<file path="src/sv/ip_rule_longest_prefix_match_unit_defines.svh">
// ----------------------------------------------------------------------------
// Assertion macros for the longest prefix match unit
// Both macros expand to nothing when SYNTHESIS is defined.
// ----------------------------------------------------------------------------
`ifndef IP_RULE_LONGEST_PREFIX_MATCH_UNIT_DEFINES_SVH
`define IP_RULE_LONGEST_PREFIX_MATCH_UNIT_DEFINES_SVH

`ifndef SYNTHESIS
`define LPM_ASSERT_IMPL(label, clock, rst_n, ante, cons) \
	label: assert property (@(posedge clock) disable iff (!rst_n) (ante) |-> (cons)) \
		else $error("lpm assertion failed");
`define LPM_ASSERT_NEXT(label, clock, rst_n, ante, cons) \
	label: assert property (@(posedge clock) disable iff (!rst_n) (ante) |=> (cons)) \
		else $error("lpm assertion failed");
`else
`define LPM_ASSERT_IMPL(label, clock, rst_n, ante, cons)
`define LPM_ASSERT_NEXT(label, clock, rst_n, ante, cons)
`endif

`endif

</file>
<file path="src/sv/lpm_pkg.sv">
// ----------------------------------------------------------------------------
// Longest prefix match package
// Shared rule entry layout, scan control group, codes and prefix helper.
// ----------------------------------------------------------------------------
`default_nettype none

package lpm_pkg;

	localparam int SLOT_W   = 6;
	localparam int PREFIX_W = 8;
	localparam int ID_W     = 32;
	localparam int HALF_W   = 64;

	localparam logic [PREFIX_W-1:0] FULL_PREFIX = 8'd128;
	localparam logic [PREFIX_W-1:0] V4_PREFIX   = 8'd32;
	localparam logic [PREFIX_W-1:0] NO_PREFIX   = 8'd0;

	localparam logic CMD_WRITE  = 1'b0;
	localparam logic CMD_LOOKUP = 1'b1;
	localparam logic FAM_IPV6   = 1'b1;

	typedef struct packed {
		logic                valid;
		logic                family;
		logic [PREFIX_W-1:0] prefix;
		logic [HALF_W-1:0]   addr_hi;
		logic [HALF_W-1:0]   addr_lo;
		logic [ID_W-1:0]     id;
	} entry_t;

	typedef struct packed {
		logic clr;
		logic rd;
		logic last;
	} scan_ctl_t;

	function automatic logic [PREFIX_W-1:0] eff_prefix(
		input logic                has_prefix,
		input logic [PREFIX_W-1:0] prefix_given,
		input logic                is_single,
		input logic                family
	);
		logic [PREFIX_W-1:0] p;
		if (has_prefix) begin
			p = prefix_given;
		end else if (is_single) begin
			p = (family == FAM_IPV6) ? FULL_PREFIX : V4_PREFIX;
		end else begin
			p = NO_PREFIX;
		end
		if (p > FULL_PREFIX) begin
			p = FULL_PREFIX;
		end
		return p;
	endfunction

endpackage

`default_nettype wire

</file>
<file path="src/sv/lpm_match.sv">
// ----------------------------------------------------------------------------
// Prefix compare and best rule selection
// Compares each table entry read against the client and keeps the best match.
// ----------------------------------------------------------------------------
`default_nettype none

module lpm_match #(
	parameter int AW = 6
) (
	input  logic                          clk,
	input  logic                          arst_n,
	input  lpm_pkg::scan_ctl_t            ctl,
	input  logic [AW-1:0]                 rd_slot,
	input  lpm_pkg::entry_t               entry,
	input  logic                          family,
	input  logic [lpm_pkg::HALF_W-1:0]    addr_hi,
	input  logic [lpm_pkg::HALF_W-1:0]    addr_lo,
	output logic                          done,
	output logic                          found,
	output logic [AW-1:0]                 best_slot,
	output logic [lpm_pkg::ID_W-1:0]      best_id,
	output logic [lpm_pkg::PREFIX_W-1:0]  best_len
);
	import lpm_pkg::*;

	logic                cli_fam_q;
	logic [2*HALF_W-1:0] cli_addr_q;

	logic                rd_s1;
	logic                last_s1;
	logic [AW-1:0]       slot_s1;

	logic                hit_s2;
	logic                last_s2;
	logic [AW-1:0]       slot_s2;
	logic [PREFIX_W-1:0] pre_s2;
	logic [ID_W-1:0]     id_s2;

	logic                bfound_q;
	logic [AW-1:0]       bslot_q;
	logic [ID_W-1:0]     bid_q;
	logic [PREFIX_W-1:0] bpre_q;

	logic                done_q;

	logic [2*HALF_W-1:0] mask_c;
	logic [2*HALF_W-1:0] diff_c;
	logic                hit_c;
	logic                better_c;

	assign mask_c = ~({(2*HALF_W){1'b1}} >> entry.prefix);
	assign diff_c = cli_addr_q ^ {entry.addr_hi, entry.addr_lo};
	assign hit_c  = rd_s1 && entry.valid && (entry.family == cli_fam_q) &&
	                ((diff_c & mask_c) == '0);

	assign better_c = hit_s2 && (!bfound_q || (pre_s2 > bpre_q) ||
	                  ((pre_s2 == bpre_q) && (id_s2 < bid_q)));

	always_ff @(posedge clk) begin
		if (ctl.clr) begin
			cli_fam_q  <= family;
			cli_addr_q <= {addr_hi, addr_lo};
		end
		slot_s1 <= rd_slot;
		slot_s2 <= slot_s1;
		pre_s2  <= entry.prefix;
		id_s2   <= entry.id;
	end

	always_ff @(posedge clk or negedge arst_n) begin
		if (!arst_n) begin
			rd_s1    <= 1'b0;
			last_s1  <= 1'b0;
			hit_s2   <= 1'b0;
			last_s2  <= 1'b0;
			bfound_q <= 1'b0;
			done_q   <= 1'b0;
		end else begin
			rd_s1   <= ctl.rd;
			last_s1 <= ctl.rd && ctl.last;
			hit_s2  <= hit_c;
			last_s2 <= last_s1;
			done_q  <= last_s2;
			if (ctl.clr) begin
				bfound_q <= 1'b0;
			end else if (better_c) begin
				bfound_q <= 1'b1;
			end
		end
	end

	always_ff @(posedge clk) begin
		if (ctl.clr) begin
			bslot_q <= '0;
			bid_q   <= '0;
			bpre_q  <= '0;
		end else if (better_c) begin
			bslot_q <= slot_s2;
			bid_q   <= id_s2;
			bpre_q  <= pre_s2;
		end
		if (last_s2) begin
			found     <= better_c || bfound_q;
			best_slot <= better_c ? slot_s2 : bslot_q;
			best_id   <= better_c ? id_s2 : bid_q;
			best_len  <= better_c ? pre_s2 : bpre_q;
		end
	end

	assign done = done_q;

endmodule

`default_nettype wire

</file>
<file path="config.mk">
export PLATFORM = sky130hd
export DESIGN_NAME = lpm_match
export DESIGN_NICKNAME = d
export VERILOG_FILES = /design/src/sv/ip_rule_longest_prefix_match_unit_defines.svh /design/src/sv/lpm_pkg.sv /design/src/sv/lpm_match.sv
export SDC_FILE = /design/constraint.sdc
export NUM_CORES = 1
export LEC_CHECK = 0
export BUFFER_PORTS_ARGS = -buffer_cell sky130_fd_sc_hd__buf_4
export CAP_MARGIN = 30
export CORE_ASPECT_RATIO = 1.4
export CORE_MARGIN = 10
export CORE_UTILIZATION = 55
export DETAILED_ROUTE_END_ITERATION = 7
export MAX_ROUTING_LAYER = met4
export PLACE_DENSITY_LB_ADDON = 0.05
export SLEW_MARGIN = 10
export SYNTH_ARGS = -nofsm -noshare
export SYNTH_HDL_FRONTEND = slang
export SYNTH_SLANG_ARGS = --single-unit
</file>
<file path="constraint.sdc">
create_clock -name clk -period 7.9 [get_ports clk]
set_input_delay 1.185 -clock clk [delete_from_list [all_inputs] [get_ports clk]]
set_output_delay 1.185 -clock clk [all_outputs]
set_load 0.02 [all_outputs]
</file>
== Word level (Yosys, flattened, before mapping) ==
Index checks and enable logic that the tools add are counted.

* Register bits: 280
* Word-level logic and storage cells: 44
* Input port bits: 310
* Output and inout bits: 48

* Order comparisons: 2
* Eq/ne operators: 2
* Reduce and logical (&&, ||, !) cells: 12
* Shifts and indexed selects: 1
* Muxes and demuxes: 5
* Bitwise logic cells: 3

{| class="wikitable"
|+ Operators by type and width
! cell !! number
|-
| $and 128x128->128 || 1
|-
| $logic_not 128->1 || 1
|-
| $not 128->128 || 1
|-
| $shr 128x8->128 const A || 1
|-
| $xor 128x128->128 || 1
|-
| $lt 32x32->1 || 1
|-
| $mux 32 || 1
|-
| $eq 8x8->1 || 1
|-
| $gt 8x8->1 || 1
|-
| $mux 8 || 1
|-
| $logic_and 1x1->1 || 6
|-
| $mux 6 || 1
|-
| $logic_or 1x1->1 || 3
|-
| $mux 1 || 2
|-
| $reduce_bool 2->1 || 1
|-
| $eq 1x1->1 || 1
|-
| $logic_not 1->1 || 1
|}

== Logic depth before layout (Yosys ltp) ==
Gate-level depths: netlist of run 1.

* Depth in word-level cells: 6
* Depth in mapped cells: 11
* Depth with buffers taken out: 9

== Worst setup path before layout of run 1 ==
No wires, ideal clock.

* Kind: input port to flip-flop
* Start point: input entry[167] (netlist name)
* End point: register hit_s2
* Stages on the path: 7
* Slack: 4.768 ns
* Arrival: 3.021 ns
* Cell sequence: buf_6 > or4_4 > o21ai_0 > nand3_1 > a211o_1 > a221o_1 > a2111oi_2

* Longest elaborated chain between the ends: 5

{| class="wikitable"
|+ Ends and longest elaborated chain
! what !! line !! source
|-
| from (decl) || lpm_match.sv:14 || <nowiki>input lpm_pkg::entry_t entry,</nowiki>
|-
| $shr 128x8->128 || lpm_match.sv:51 || <nowiki>assign mask_c = ~({(2*HALF_W){1'b1}} >> entry.prefix);</nowiki>
|-
| $not 128->128 || lpm_match.sv:51 ||
|-
| $and 128x128->128 || lpm_match.sv:54 || <nowiki>((diff_c & mask_c) == '0);</nowiki>
|-
| $logic_not 128->1 || lpm_match.sv:54 ||
|-
| $logic_and 1x1->1 || lpm_match.sv:53 || <nowiki>assign hit_c = rd_s1 && entry.valid && (entry.family == cli_fam_q) &&</nowiki>
|-
| net hit_c || lpm_match.sv:48 || <nowiki>logic hit_c;</nowiki>
|-
| to (signal assigned) || lpm_match.sv:81 || <nowiki>hit_s2 <= hit_c;</nowiki>
|-
| to (decl) || lpm_match.sv:33 || <nowiki>logic hit_s2;</nowiki>
|}

The timed path passes the listed nets, and every way through them passes these cells.
A chain may end at the register's enable or synchronous reset.

== Worst setup path in the final report of run 1 ==
* Start point: register bpre_q[1]
* End point: register best_id[4] (netlist name), data pin

* Longest elaborated chain between the ends: 5
* Elaborated cells between the ends (all ways): 7

{| class="wikitable"
|+ Ends and longest elaborated chain
! what !! line !! source
|-
| from (decl) || lpm_match.sv:42 || <nowiki>logic [PREFIX_W-1:0] bpre_q;</nowiki>
|-
| from (signal assigned) || lpm_match.sv:100 || <nowiki>bpre_q <= pre_s2;</nowiki>
|-
| $gt 8x8->1 / $eq 8x8->1 (equally long branches) || lpm_match.sv:56, lpm_match.sv:57 ||
|-
| $logic_or 1x1->1 / $logic_and 1x1->1 (equally long branches) || lpm_match.sv:56, lpm_match.sv:57 ||
|-
| $logic_or 1x1->1 (*) || lpm_match.sv:56 || <nowiki>assign better_c = hit_s2 && (!bfound_q || (pre_s2 > bpre_q) ||</nowiki>
|-
| $logic_and 1x1->1 (*) || lpm_match.sv:56 ||
|-
| $mux 32 (*) || n/a ||
|-
| to (signal assigned) || lpm_match.sv:105 || <nowiki>best_id <= better_c ? id_s2 : bid_q;</nowiki>
|-
| to (decl) || lpm_match.sv:21 || <nowiki>output logic [lpm_pkg::ID_W-1:0] best_id,</nowiki>
|}

Every way passes the cells marked *; elsewhere a longest branch is shown, timed or not.

==> results.md, run 1 <==
* Worst VDD drop at 0.000220 V
* Worst Path Max Fanout at 56
* Failing checks: DRC
* Via-to-Cell Ratio at 5.48
* Slew Viols, Final at 0
* Die Y at around 200 um
* Vias in the first global route at 10000
* Most common cell after layout, fill and taps aside: buf_4
* Via count at around 9400
* GRT Total Usage at 0.246
* Core area at 23100 um2
* Synth-to-Final Area Change at 30.2%
* Post-CTS Resized at 0
* # port buffers at ~360
* CTS tree: done
* Worst Path Arrival at approximately 3.8 ns
* WL per Instance at approximately 22 um
* DRC Markers at 3
* HP Class: reg -> reg
* Inserted Clock Buffers at 28
* Largest net degree at the start of global routing at approximately 150
* Final setup viols at 0
* Commonest non-fill, non-tap cells in the layout: buf_4 (361), edfxtp_1 (176), dfxtp_1 (98)
* Post-Layout Cell Count at 1713
* Crit path largest cell delay at about 0.67 ns
* Startpoint Class: flip-flop
* MaxCap Viol Count at 0
* Final nets at roughly 1700
* Slowest-stage cell, CP: buf_4
* # H-tree levels at 1
* Initial Util at 0.556
* Synthesized cell area at 12800 um2
* HPWL after detailed placement at 28400 um
* CTS Hold Bufs at 0
* First-pass GRT wire length at around 56000 um
* Clock transition at path regs at roughly 0.060 ns
* IO Pins at between 300 and 400
* Syn. warnings at 0
* Sequential area share after synthesis at 0.576
* Worst Setup Path Type: reg -> reg
* Drt initial violations at between 700 and 800
* Worst slew pin tran at around 0.9 ns
* Synth Instances at about 1000
* Final setup margin at ~4.4 ns
* Ys flop type: edfxtp_1
* Synth unique cells at around 70
* Crit. End Element: flip-flop
* Gpl congestion at just over 0.9
* Post-CTS setup buffer count at 0
* Worst slew margin at 0.403
* Post-route clock period utilization at 0.449
* Root Buffer: clkbuf_16
* Congestion Overflow GR at 0
* Post-synth EDFFs at roughly 180
* Setup TNS at 0 ns
* Register bit total from synthesis at between 200 and 300
* Placement Setup Slack at about 4.2 ns
* Full die area at between 20000 and 30000 um2
* Async set-reset flop share out of synthesis at 0.0214
* Mapped Nets at 1383
* Outcome: finished, violations left
* Rows at 66
* Power Density at roughly 200 nW/um2
* Util after Layout at 0.724
* Iteration count of the initial detailed-routing pass at 8
* DRT Wirelength at 37200 um
* # clock sinks at 280
* Initial antenna violation count at 2
* Clock latency on the worst-skew pair at between 0.5 and 0.6 ns
* Leak pwr at between 6 and 7 nW
* Synth Area per Inst at 12.4 um2
* WP data required at between 8 and 9 ns
* Dpl cells at between 1500 and 2000
* Critical path cell sequence: inv_1 -> ha_1 -> nor2b_1 -> o211ai_1 -> a21oi_1 -> a2111oi_0 -> o21ai_0 -> a221oi_4 -> buf_4 -> mux2_2
* Skew final at 0.0160 ns
* RSZ-0062 raised after global routing: false
* FMAX at roughly 280 MHz
* Layout cells sized above 1 at 0.320
* Chip width at approximately 150 um
* Max clock buf depth at 3
* Final Critical Period at about 3.5 ns
* Antenna Nets Post-Route at 0
* Final hold vios at 0
## stage by stage
step / instance area (um2) / hold slack (ns) / power [mW]
floorplan: 12800 / 0.310 / 1.89
global placement: 15800 / 0.310 / 2.12
detailed placement: 15800 / 0.313 / 2.13
CTS: 16700 / 0.327 / 3.43
global route: 16700 / 0.335 / 3.53
finish: 16700 / 0.327 / 3.41
## routing by layer
metal / track usage / share of wire
met2: 0.441 / 0.54
met1: 0.256 / 0.35
met4: 0.0921 / 0.039
met3: 0.0532 / 0.065
met5: - / 0
## flip-flops by register name, summed over array words and instances, names as in the netlist, 8 cells and up
register and flops:
bid_q 32, best_id 32, best_len 8, bpre_q 8
pre_s2 8, cli_addr_q 128, id_s2 32
## cells by family after synthesis
group	count (synthesis)	synth area share
compound gates	176	0.0913
fa+ha+maj	41	0.0395
flops	280	0.576
mux	92	0.0761
buf+inv	89	0.0284
simple gates	227	0.101
xor+xnor	129	0.0879
## worst max-delay path: cells and delay by family, from the launching register on
kind / cells / cell delay (ns)
buffers and inverters: 2 / 0.72
muxes: 1 / 0.42
DFF: 1 / 0.35
adders and majority gates: 1 / 0.28
AOI/OAI and AO/OA: 5 / 1.33
and+or+nand+nor: 1 / 0.14
## cell type report
class | instances | area, um2
antenna | 2 | 5.00
clock buffer | 33 | 741
fill | 1702 | 6390
inverter | 44 | 165
sequential | 280 | 7400
timing repair buffer | 364 | 2780
multi-input combinational | 665 | 5100
tap | 306 | 383
clock inverter | 19 | 161
## cell usage after synthesis (3+ instances only)
cell,instances,area share
a21o_1,12,0.0070
nor4_2,3,0.0029
o21ai_0,29,0.011
inv_1,44,0.013
mux2_2,31,0.027
mux2i_1,46,0.036
nor2b_1,6,0.0029
nand3_1,12,0.0047
a211oi_1,10,0.0058
a21oi_1,46,0.018
ha_1,39,0.038
xor2_1,75,0.051
a2111oi_0,3,0.0020
nand4_1,17,0.0083
o2111ai_1,6,0.0041
o21ai_1,6,0.0023
dfrtp_1,6,0.012
mux2_1,15,0.013
nor3_1,14,0.0055
o211ai_1,8,0.0047
nor2_1,25,0.0073
edfxtp_1,176,0.41
and2_1,5,0.0024
nor4_1,12,0.0058
a31oi_1,7,0.0034
dfxtp_1,98,0.15
o22ai_1,7,0.0034
a22oi_1,9,0.0053
buf_2,19,0.0074
clkbuf_1,24,0.0070
nand2b_1,95,0.046
nand2_1,24,0.0070
or3_1,3,0.0015
xnor2_1,54,0.037
a211o_1,3,0.0020
or2_2,4,0.0019
## path summary, 6_finish.rpt
| check | to | from | slack (ns) | cells past startpoint |
|---|---|---|---|---|
| max | best_id[4] | bpre_q[1] | 4.36 | 10 |
| min | slot_s2[2] | slot_s1[2] | 0.33 | 0 |
| max reg2reg | best_id[4] | bpre_q[1] | 4.36 | 10 |
| min reg2reg | slot_s2[2] | slot_s1[2] | 0.33 | 0 |
| max in group asynchronous | last_s2 | arst_n | 7.31 | 1 |
| min in group asynchronous | done | arst_n | 0.45 | 1 |
## power by group
part | switching, mW | internal, mW
clock | 0.540 | 0.763
combinational | 0.215 | 0.210
sequential | 0.0392 | 1.64
total | 0.794 | 2.61
No activity file was read; power rests on OpenSTA's default activity.
==> run 2, diff against run 1 <==
- CORE_UTILIZATION: 55 -> 53
- clock period: 7.9 -> 3.7 ns (I/O delays scaled with it)
==> run 2 against run 1 <==
- the run now ends clean
- flip-flop and latch count stayed put
- clock skew down 0.0079 ns
- via count shrank 0.20%
- sequential share of layout area fell by 0.096 points
- register-to-register slack lost 3.7 ns
==> results.md, run 2 (same netlist as run 1, synthesis figures left out) <==
* Worst path bufs/invs at 2 (unchanged)
* Initial Util at 0.538 (was 0.556)
* Worst slew pin tran at 1.13 ns (was 0.893 ns)
* Inserted Clock Buffers at 28 (unchanged)
* RSZ-0062 raised after global routing: false (unchanged)
* Worst slew margin at 0.250 (was 0.403)
* GRT Total Usage at 0.246 (about the same)
* WP data required at 3.98 ns (was 8.19 ns)
* Util after Layout at 0.702 (was 0.724)
* Largest register FFs at 128 (unchanged)
* Root Buffer: clkbuf_16 (unchanged)
* Worst hold margin at 0.116 ns (was 0.327 ns)
* MaxCap Viol Count at 0 (unchanged)
* Max clock buf depth at 3 (unchanged)
* Iteration count of the initial detailed-routing pass at 5 (was 8)
* # clock sinks at 280 (unchanged)
* WL per Instance at 22.0 um (was 21.7 um)
* Leak pwr at 6.98 nW (was 6.96 nW)
* Most common cell after layout, fill and taps aside: buf_4 (unchanged)
* Synth-to-Final Area Change at 30.5% (was 30.2%)
* Post-CTS setup buffer count at 0 (unchanged)
* Dpl cells at 1662 (was 1657)
* Via count at 9369 (was 9388)
* Startpoint Class: flip-flop (unchanged)
* # port buffers at 357 (unchanged)
* Drt initial violations at 694 (was 703)
* Slowest-stage cell, CP: a221oi_4 (was buf_4)
* Antenna Nets Post-Route at 0 (unchanged)
* Post-DP Area at 15800 um2 (about the same)
* Worst Path Max Fanout at 56 (unchanged)
* Worst VDD drop at 0.000456 V (was 0.000220 V)
* HPWL after detailed placement at 29100 um (was 28400 um)
* CTS tree: done (unchanged)
* Largest Register: cli_addr_q (unchanged)
* Skew final at 0.00805 ns (was 0.0160 ns)
* # H-tree levels at 1 (unchanged)
* Final setup viols at 0 (unchanged)
* Congestion Overflow GR at 0 (unchanged)
* Gpl congestion at 0.948 (was 0.936)
* Vias in the first global route at 10300 (was 10000)
* Clock transition at path regs at 0.06 ns (about the same)
* Setup TNS at 0 ns (unchanged)
* Post-route clock period utilization at 0.825 (was 0.449)
* Outcome: complete, no violations (was finished, violations left)
* Via-to-Cell Ratio at 5.46 (was 5.48)
* Worst Setup Path Type: reg -> reg (unchanged)
* DRT Wirelength at 37800 um (was 37200 um)
* Die Y at 204 um (was 201 um)
* Chip width at 152 um (was 149 um)
* Final setup margin at 0.649 ns (was 4.36 ns)
* Core area at 23900 um2 (was 23100 um2)
* Slew Viols, Final at 0 (unchanged)
* HP Class: in -> reg (was reg -> reg)
* Final Critical Period at 3.05 ns (was 3.54 ns)
* Total power at 7.32 mW (was 3.41 mW)
* Worst Path Arrival at 3.34 ns (was 3.83 ns)
* Final instance area at 16800 um2 (was 16700 um2)
* Commonest non-fill, non-tap cells in the layout: buf_4 (359), edfxtp_1 (176), dfxtp_1 (98) (was buf_4 (361), edfxtp_1 (176), dfxtp_1 (98))
* Critical path cell sequence: inv_1 -> ha_1 -> nor2b_1 -> o211ai_1 -> a21oi_1 -> a2111oi_0 -> o21ai_0 -> a221oi_4 -> buf_12 -> mux2_2 (was inv_1 -> ha_1 -> nor2b_1 -> o211ai_1 -> a21oi_1 -> a2111oi_0 -> o21ai_0 -> a221oi_4 -> buf_4 -> mux2_2)
* Top delay family on crit path: compound AO/OA/AOI/OAI gates (unchanged)
* Largest net degree at the start of global routing at 223 (was 147)
* IO Pins at 358 (unchanged)
* FMAX at 328 MHz (was 282 MHz)
* Final hold vios at 0 (unchanged)
* Layout cells sized above 1 at 0.322 (was 0.320)
* Rows at 67 (was 66)
* Crit. End Element: flip-flop (unchanged)
* Initial antenna violation count at 2 (unchanged)
* Crit path largest cell delay at 0.42 ns (was 0.67 ns)
* Post-Layout Cell Count at 1716 (was 1713)
* First-pass GRT wire length at 56600 um (was 55800 um)
* DRC Markers at 0 (was 3)
* Final nets at 1732 (unchanged)
* Clock latency on the worst-skew pair at 0.54 ns (about the same)
* Power Density at 437 nW/um2 (was 203 nW/um2)
* Full die area at 31000 um2 (was 30000 um2)
* Placement Setup Slack at 0.612 ns (was 4.16 ns)
==> run 2: cell types whose count changed in the layout (fill, tap and decap cells not counted), sizes merged <==
cell	change
bufinv	-1
inv	+2
clkbuf	+5
clkinv	-6
clkinvlp	-1
buf	-1
dlygate4sd3	+1
==> run 2: final timing paths <==
| path | cells past startpoint | endpoint | slack [ns] | start |
|---|---|---|---|---|
| worst max-delay path | 10 | best_id[5] | 0.65 | bpre_q[1] |
| worst min-delay path | 1 | id_s2[7] | 0.12 | entry[7] |
| worst max register to register | 10 | best_id[5] | 0.65 | bpre_q[1] |
| worst min register to register | 0 | slot_s2[0] | 0.33 | slot_s1[0] |
| max in group asynchronous | 2 | last_s2 | 3.19 | arst_n |
| min in group asynchronous | 2 | done | 0.37 | arst_n |
==> run 2: per-layer routing <==
metal / share of wire / vias to the layer above / wire length (um) / GRT usage
met1: 0.34 / 4422 / 12900 / 0.246
met5: 0 / - / 0 / -
li1: - / 4464 / - / -
met3: 0.065 / 110 / 2460 / 0.0525
met2: 0.55 / 373 / 20600 / 0.444
met4: 0.047 / 0 / 1780 / 0.109
==> run 2: cell type report <==
class | count | area, um2
Sequential cell | 280 | 7400
Fill cell | 1817 | 7120
Multi-Input combinational cell | 665 | 5100
Timing Repair Buffer | 364 | 2780
Clock buffer | 38 | 821
Tap cell | 310 | 388
Inverter | 44 | 165
Clock inverter | 13 | 113
Antenna cell | 2 | 5.00
==> run 2: what timing repair did <==
action / 4_1_cts / 5_1_grt
resized for setup: 0 / 0
endpoints found under the hold margin: 6 / 0
hold buffers: 1 / 0
==> run 2: report_power, final <==
part	internal (mW)	total [mW]	switching, mW	leakage [nW]
Clock	1.69	2.84	1.15	0.466
Sequential	3.50	3.59	0.0883	2.58
Combinational	0.447	0.896	0.449	3.93
Total	5.63	7.32	1.69	6.98
